File: config.mk
export PLATFORM = sky130hd
export DESIGN_NAME = fifo_with_max_swap
export DESIGN_NICKNAME = d
export VERILOG_FILES = /design/src/rtl/fmx_pkg.sv /design/src/rtl/fifo_with_max_swap.sv /design/src/rtl/fmx_scan.sv
export SDC_FILE = /design/constraint.sdc
export NUM_CORES = 1
export LEC_CHECK = 0
export ABC_CLOCK_PERIOD_IN_PS = 10000
export BUFFER_PORTS_ARGS = -buffer_cell sky130_fd_sc_hd__buf_2
export CAP_MARGIN = 15
export CORE_ASPECT_RATIO = 0.5
export CORE_MARGIN = 8
export CORE_UTILIZATION = 55
export CTS_BUF_LIST = sky130_fd_sc_hd__clkbuf_16
export CTS_CLUSTER_DIAMETER = 40
export DETAILED_ROUTE_END_ITERATION = 8
export PLACE_DENSITY_LB_ADDON = 0.25
export SYNTH_ARGS = -nofsm -noshare
export SYNTH_HDL_FRONTEND = slang
export SYNTH_HIERARCHICAL = 1
export SYNTH_SLANG_ARGS = --single-unit
export TNS_END_PERCENT = 1
File: constraint.sdc
create_clock -name clk -period 10 [get_ports clk]
set_input_delay 1 -clock clk [delete_from_list [all_inputs] [get_ports clk]]
set_output_delay 1 -clock clk [all_outputs]
set_load 0.02 [all_outputs]
File: src/rtl/fmx_pkg.sv
// shared types, sizes and helpers for the fifo with max search and swap
// no dependencies; imported by every module of the block
package fmx_pkg;

  localparam int DEPTH       = 16;
  localparam int PTR_W       = $clog2(DEPTH);
  localparam int CNT_W       = $clog2(DEPTH + 1);
  localparam int VAL_W       = 32;
  localparam int KIND_W      = 2;
  localparam int IN_TDATA_W  = ((VAL_W + 7) / 8) * 8;
  localparam int OUT_TDATA_W = ((VAL_W + CNT_W + 7) / 8) * 8;
  localparam int OCC_LSB     = VAL_W;

  typedef logic [PTR_W-1:0] ptr_t;
  typedef logic [CNT_W-1:0] cnt_t;
  typedef logic signed [VAL_W-1:0] val_t;

  typedef enum logic [KIND_W-1:0] {
    KIND_PUSH    = 2'd0,
    KIND_POP     = 2'd1,
    KIND_REPLACE = 2'd2,
    KIND_SWAP    = 2'd3
  } kind_t;

  typedef enum logic [2:0] {
    ST_IDLE,
    ST_POP_RD,
    ST_SCAN,
    ST_SCAN_TAIL,
    ST_LAST,
    ST_WB_TAIL,
    ST_RESP
  } state_t;

  // control from the sequencer to the shared compare unit
  typedef struct packed {
    logic en;
    logic first;
  } scan_ctl_t;

  function automatic ptr_t wrap_next(input ptr_t p);
    return (p == PTR_W'(DEPTH - 1)) ? '0 : ptr_t'(p + 1'b1);
  endfunction

  function automatic ptr_t wrap_prev(input ptr_t p);
    return (p == '0) ? PTR_W'(DEPTH - 1) : ptr_t'(p - 1'b1);
  endfunction

endpackage

File: src/rtl/fifo_with_max_swap.sv
// fifo of signed 32-bit values in a 16-entry ring, with max replace and max swap
// one request at a time: a new request is taken only after the previous result is loaded
// into the output register, which out_tready stalls can hold up
// in_tready low while busy; the scan reads one ring entry per cycle through the single read port
// reset (rst_n low, synchronous): queue empty, pointers zero, no result pending
// depends on fmx_pkg and fmx_scan
module fifo_with_max_swap (
  input  logic                           clk,
  input  logic                           rst_n,
  input  logic                           in_tvalid,
  output logic                           in_tready,
  input  logic [fmx_pkg::IN_TDATA_W-1:0] in_tdata,   // [31:0] push_value
  input  logic [fmx_pkg::KIND_W-1:0]     in_tuser,   // [1:0] kind
  output logic                           out_tvalid,
  input  logic                           out_tready,
  output logic [fmx_pkg::OUT_TDATA_W-1:0] out_tdata, // [31:0] pop_value, [36:32] occupancy
  output logic [0:0]                     out_tuser   // [0] ok
);
  import fmx_pkg::*;

  // ring storage, written and read in one clocked block
  val_t mem [DEPTH];
  val_t rd_data_r;
  ptr_t rd_slot_r;
  ptr_t rd_addr;
  logic mem_we;
  ptr_t mem_wa;
  val_t mem_wd;

  // sequencer and queue state
  state_t state_r, state_nxt;
  kind_t  kind_r, kind_nxt;
  ptr_t   head_r, head_nxt;
  ptr_t   tail_r, tail_nxt;
  cnt_t   cnt_r, cnt_nxt;

  // scan bookkeeping
  ptr_t scan_slot_r, scan_slot_nxt;
  cnt_t scan_left_r, scan_left_nxt;
  logic scan_rd_r, scan_rd_nxt;
  logic scan_first_r, scan_first_nxt;
  scan_ctl_t scan_ctl;
  val_t best_val;
  ptr_t best_slot;

  // result of the request in flight
  logic res_ok_r, res_ok_nxt;
  val_t res_pop_r, res_pop_nxt;

  // output register
  logic out_valid_r, out_valid_nxt;
  logic out_ok_r;
  val_t out_pop_r;
  cnt_t out_occ_r;
  logic out_load;

  always_ff @(posedge clk) begin
    if (mem_we) begin
      mem[mem_wa] <= mem_wd;
    end
    rd_data_r <= mem[rd_addr];
    rd_slot_r <= rd_addr;
  end

  fmx_scan u_scan (
    .clk       (clk),
    .ctl       (scan_ctl),
    .data      (rd_data_r),
    .slot      (rd_slot_r),
    .best_val  (best_val),
    .best_slot (best_slot)
  );

  // a read issued last cycle during the scan feeds the compare unit now
  assign scan_ctl.en    = scan_rd_r;
  assign scan_ctl.first = scan_first_r;

  always_comb begin
    state_nxt      = state_r;
    kind_nxt       = kind_r;
    head_nxt       = head_r;
    tail_nxt       = tail_r;
    cnt_nxt        = cnt_r;
    scan_slot_nxt  = scan_slot_r;
    scan_left_nxt  = scan_left_r;
    scan_rd_nxt    = 1'b0;
    scan_first_nxt = scan_rd_r ? 1'b0 : scan_first_r;
    res_ok_nxt     = res_ok_r;
    res_pop_nxt    = res_pop_r;
    rd_addr        = head_r;
    mem_we         = 1'b0;
    mem_wa         = tail_r;
    mem_wd         = best_val;
    out_load       = 1'b0;
    in_tready      = 1'b0;

    case (state_r)
      ST_IDLE: begin
        in_tready = 1'b1;
        if (in_tvalid) begin
          kind_nxt    = kind_t'(in_tuser);
          res_ok_nxt  = 1'b1;
          res_pop_nxt = '0;
          case (kind_t'(in_tuser))
            KIND_PUSH: begin
              state_nxt = ST_RESP;
              if (cnt_r == CNT_W'(DEPTH)) begin
                res_ok_nxt = 1'b0;  // full: queue untouched
              end else begin
                mem_we   = 1'b1;
                mem_wa   = tail_r;
                mem_wd   = in_tdata[VAL_W-1:0];
                tail_nxt = wrap_next(tail_r);
                cnt_nxt  = cnt_t'(cnt_r + 1'b1);
              end
            end
            KIND_POP: begin
              if (cnt_r == '0) begin
                res_ok_nxt = 1'b0;  // empty: nothing to return
                state_nxt  = ST_RESP;
              end else begin
                rd_addr   = head_r;
                state_nxt = ST_POP_RD;
              end
            end
            default: begin
              if (cnt_r < CNT_W'(2)) begin
                state_nxt = ST_RESP;  // short queue: no change
              end else begin
                // first scan read goes out at the head right away
                rd_addr        = head_r;
                scan_rd_nxt    = 1'b1;
                scan_first_nxt = 1'b1;
                scan_slot_nxt  = wrap_next(head_r);
                scan_left_nxt  = cnt_t'(cnt_r - 1'b1);
                state_nxt      = ST_SCAN;
              end
            end
          endcase
        end
      end

      ST_POP_RD: begin
        res_pop_nxt = rd_data_r;
        head_nxt    = wrap_next(head_r);
        cnt_nxt     = cnt_t'(cnt_r - 1'b1);
        state_nxt   = ST_RESP;
      end

      ST_SCAN: begin
        // one entry read per cycle, compare follows in the next cycle
        rd_addr       = scan_slot_r;
        scan_rd_nxt   = 1'b1;
        scan_slot_nxt = wrap_next(scan_slot_r);
        scan_left_nxt = cnt_t'(scan_left_r - 1'b1);
        if (scan_left_r == CNT_W'(1)) begin
          state_nxt = ST_SCAN_TAIL;
        end
      end

      ST_SCAN_TAIL: begin
        // last compare happens now; fetch the newest entry
        rd_addr   = wrap_prev(tail_r);
        state_nxt = ST_LAST;
      end

      ST_LAST: begin
        mem_we = 1'b1;
        if (kind_r == KIND_SWAP) begin
          mem_wa    = best_slot;
          mem_wd    = rd_data_r;
          state_nxt = ST_WB_TAIL;
        end else begin
          mem_wa    = wrap_prev(tail_r);
          mem_wd    = best_val;
          state_nxt = ST_RESP;
        end
      end

      ST_WB_TAIL: begin
        mem_we    = 1'b1;
        mem_wa    = wrap_prev(tail_r);
        mem_wd    = best_val;
        state_nxt = ST_RESP;
      end

      ST_RESP: begin
        // hand over once the output register is free or being drained
        if (!out_valid_r || out_tready) begin
          out_load  = 1'b1;
          state_nxt = ST_IDLE;
        end
      end

      default: begin
        state_nxt = ST_IDLE;
      end
    endcase
  end

  always_comb begin
    out_valid_nxt = out_valid_r;
    if (out_load) begin
      out_valid_nxt = 1'b1;
    end else if (out_tready) begin
      out_valid_nxt = 1'b0;
    end
  end

  always_ff @(posedge clk) begin
    if (!rst_n) begin
      state_r      <= ST_IDLE;
      head_r       <= '0;
      tail_r       <= '0;
      cnt_r        <= '0;
      scan_rd_r    <= 1'b0;
      scan_first_r <= 1'b0;
      out_valid_r  <= 1'b0;
    end else begin
      state_r      <= state_nxt;
      head_r       <= head_nxt;
      tail_r       <= tail_nxt;
      cnt_r        <= cnt_nxt;
      scan_rd_r    <= scan_rd_nxt;
      scan_first_r <= scan_first_nxt;
      out_valid_r  <= out_valid_nxt;
    end
  end

  // payload registers, no reset needed
  always_ff @(posedge clk) begin
    kind_r      <= kind_nxt;
    scan_slot_r <= scan_slot_nxt;
    scan_left_r <= scan_left_nxt;
    res_ok_r    <= res_ok_nxt;
    res_pop_r   <= res_pop_nxt;
    if (out_load) begin
      out_ok_r  <= res_ok_r;
      out_pop_r <= res_pop_r;
      out_occ_r <= cnt_r;
    end
  end

  assign out_tvalid = out_valid_r;
  assign out_tuser  = out_ok_r;
  assign out_tdata  = OUT_TDATA_W'({out_occ_r, out_pop_r});

endmodule

File: src/rtl/fmx_scan.sv
// shared signed compare unit: keeps the running maximum and its slot
// depends on fmx_pkg
module fmx_scan (
  input  logic              clk,
  input  fmx_pkg::scan_ctl_t ctl,
  input  fmx_pkg::val_t     data,
  input  fmx_pkg::ptr_t     slot,
  output fmx_pkg::val_t     best_val,
  output fmx_pkg::ptr_t     best_slot
);
  import fmx_pkg::*;

  val_t best_val_r;
  ptr_t best_slot_r;
  logic take;

  // strict greater keeps the entry nearest the head on ties
  assign take = ctl.en && (ctl.first || (data > best_val_r));

  always_ff @(posedge clk) begin
    if (take) begin
      best_val_r  <= data;
      best_slot_r <= slot;
    end
  end

  assign best_val  = best_val_r;
  assign best_slot = best_slot_r;

endmodule

==> run metrics <==
routed via count 16470; first-pass GRT wire length 99980 um; Worst path max stage delay 0.70 ns; ANT nets after route 0; CTS H-tree lvls 2; Mapped Area 27740 um2; Sink Count 685; Fmax 212.9 MHz; most frequent CP cell buf_12; share of layout cells above drive strength 1 14.16%; cell taking the most area after synthesis edfxtp_1; Gate power share 29.6%; crit path launch type flip-flop; CP Capture Type flip-flop; clock root buffer clkbuf_16; Setup TNS Final 0 ns; clock power share 24.7%; max-cap violations 0; Final HPWL DP 37340 um; Slew @ Worst Pin 1.191 ns; IO buf count 77; Arr. time, crit path 5.24 ns; Reg clk slew, reported paths 0.06 ns; final worst path period share 46.96%; syn avg cell area 15.42 um2; Area Overhead vs Synth 10.70%; Non-Filler Instances 2552; critical path cell sequence inv_1 -> ha_1 -> or3b_1 -> nand4_1 -> buf_12 -> nand2_4 -> buf_12 -> mux2i_1 -> a2111oi_0 -> mux2_2; min-delay worst type reg -> reg; Synth area leaders edfxtp_1 (68%), a211oi_1 (5.3%), and3_1 (5.1%); slowest stage cell, crit path nand2_4; core area 50000 um2; synthesis-stage register bit count 685; Period minus WS final 4.696 ns; vias in the first global route 15190; initial antenna violation count 1; pre-CTS setup slack 5.665 ns; DRC viols 0; die area 58310 um2; 1st-pass router iterations 7; Flop pwr share 45.7%; outcome completed; Leak 11.31 nW; Iteration-0 DRC Markers 1918; sequential share of the synthesized area 72.18%; Post-synth EDFFs 630; post-CTS sizing 0; placed insts 2444; total power 0.008851 W; Peak supply drop 0.2604 mV; row cnt 58; worst hold margin 0.4070 ns; Worst R2R Setup Slack 5.30 ns; Unique masters post-synth 71; Total Routing Usage GR 22.81%; Die Span Y 174.8 um; crit-path max FO 193; Die W 333.6 um; Synth Instances 1799; Main synth FF type edfxtp_1; ANT cells 0; crit path kind reg -> reg; Net Sw Frac 34.14%; Fillers 3619; final net count 1926; worst-skew pair later-pin latency 0.61 ns; CTS Hold Bufs 0; final setup fails 0; max-slew violations 0; Vias/cell 6.453; CTS max path bufs 3; WL/cell 27.05 um; Async S/R FF share, synth 0%; Worst Path Required 10.54 ns; final hold viol count 0; gr ovfl total 0; Num CTS Buffers 60; internal power 0.005830 W; sw power 0.003021 W; final clock skew 0.02324 ns; Starting Density 55.47%; Setup WS post-layout 5.304 ns; relative slew slack 20.58%; CTS tree built; IO Pins 81; Synth Warn # 6; Routed Wire Length 69040 um; postcts setup bufs 0; RSZ-0062 raised after global routing false; Power Density 288.3 nW/um2; Synth top area share 68.21%; RD Place Congestion 0.8740; pin count of the biggest net entering global routing 194
==> flip-flops by register name, summed over array words and instances (netlist names), 2 cells and up <==
register	flops
cnt_r	5
head_r	4
kind_r	2
mem	512
out_occ_r	5
out_pop_r	32
rd_data_r	32
rd_slot_r	4
res_pop_r	32
scan_left_r	5
scan_slot_r	4
state_r	3
tail_r	4
u_scan/best_slot	4
u_scan/best_val	32
==> worst paths after layout <==
kind,startpoint,endpoint,depth (start not counted)
max reg2reg,tail_r[0]$_SDFFE_PN0P_,rd_data_r[31]$_DFF_P_,10
max,tail_r[0]$_SDFFE_PN0P_,rd_data_r[31]$_DFF_P_,10
min reg2reg,rd_slot_r[3]$_DFF_P_,u_scan/best_slot[3]$_DFFE_PP_,0
min,rd_slot_r[3]$_DFF_P_,u_scan/best_slot[3]$_DFFE_PP_,0
==> layer usage <==
| layer | up-vias | GRT usage (%) | share of wire, % |
|---|---|---|---|
| li1 | 7257 | - | - |
| met1 | 8280 | 33.47 | 43 |
| met2 | 825 | 33.86 | 43 |
| met3 | 105 | 6.269 | 12 |
| met4 | 2 | 5.306 | 1.9 |
| met5 | - | 0 | 0.023 |
==> through the flow <==
stage / instance area (um2) / utilization [%]
6_report: 30700 / 61.41
5_1_grt: 30700 / 61.41
4_1_cts: 30690 / 61.38
3_5_place_dp: 28850 / 57.71
3_3_place_gp: 28850 / 57.71
2_1_floorplan: 27740 / -
==> synthesized netlist by cell type (5+ instances only) <==
master	n
edfxtp_1	630
and3_1	225
a211oi_1	195
clkbuf_1	88
inv_1	82
mux2i_1	72
a2111oi_0	65
dfxtp_1	55
ha_1	41
nor2_1	39
mux2_2	33
nand2_1	33
a222oi_1	32
a21oi_1	28
buf_2	24
xnor2_1	12
buf_4	11
nand4_1	11
and2_1	10
a21o_1	8
nor2b_1	8
nand2b_1	7
o21ai_0	7
nand3_1	5
xor2_1	5
==> cells by family (layout without fill, tap and decap cells) <==
logic type | Yosys count | in the layout | synth area share [%]
flops | 685 | 685 | 72.18
compound gates | 377 | 377 | 10.66
simple gates | 361 | 361 | 7.592
buf+inv | 212 | 303 | 3.226
mux | 105 | 105 | 3.938
fa+ha+maj | 41 | 41 | 1.850
xor+xnor | 17 | 17 | 0.5368
other cells | 1 | 3 | 0.01352
==> power groups by stage <==
stage / logic [W] / registers (W) / clock network [W]
after floorplan: 0.00177 / 0.00396 / 0
after global placement: 0.00254 / 0.00408 / 0
after detailed placement: 0.00257 / 0.00409 / 0
after CTS: 0.00259 / 0.00403 / 0.00221
after global routing: 0.00284 / 0.00407 / 0.00232
final: 0.00262 / 0.00404 / 0.00219
==> cells in the final DEF (no fill, tap or decap), drive strengths merged, types with 12 or more instances in the layout <==
cell type / synthesis / routed
edfxtp: 630 / 630
and3: 225 / 225
a211oi: 196 / 196
buf: 39 / 113
inv: 83 / 102
mux2i: 72 / 72
a2111oi: 66 / 66
clkbuf: 90 / 60
dfxtp: 55 / 55
ha: 41 / 41
nor2: 39 / 39
nand2: 34 / 34
mux2: 33 / 33
a222oi: 32 / 32
a21oi: 30 / 30
clkinv: 0 / 22
xnor2: 12 / 12
nand4: 12 / 12
==> layout make-up <==
| cell class | instances | area, um2 | share of cell area [%] |
|---|---|---|---|
| Timing Repair Buffer | 113 | 688.2 | 2.241 |
| Clock inverter | 47 | 334.1 | 1.088 |
| Multi-Input combinational cell | 904 | 7024 | 22.88 |
| Clock buffer | 60 | 1501 | 4.890 |
| Sequential cell | 685 | 20020 | 65.20 |
| Tap cell | 660 | 825.8 | 2.689 |
| Inverter | 83 | 311.5 | 1.015 |
==> critical path, delay by kind of cell (launching register included) <==
family / cells / cell delay, ns
and+or+nand+nor: 3 / 1.22
buffers and inverters: 3 / 1.10
AOI/OAI and AO/OA: 1 / 0.57
muxes: 2 / 0.53
DFF: 1 / 0.40
adders and majority gates: 1 / 0.23
Power figures use the tool's default switching activity.
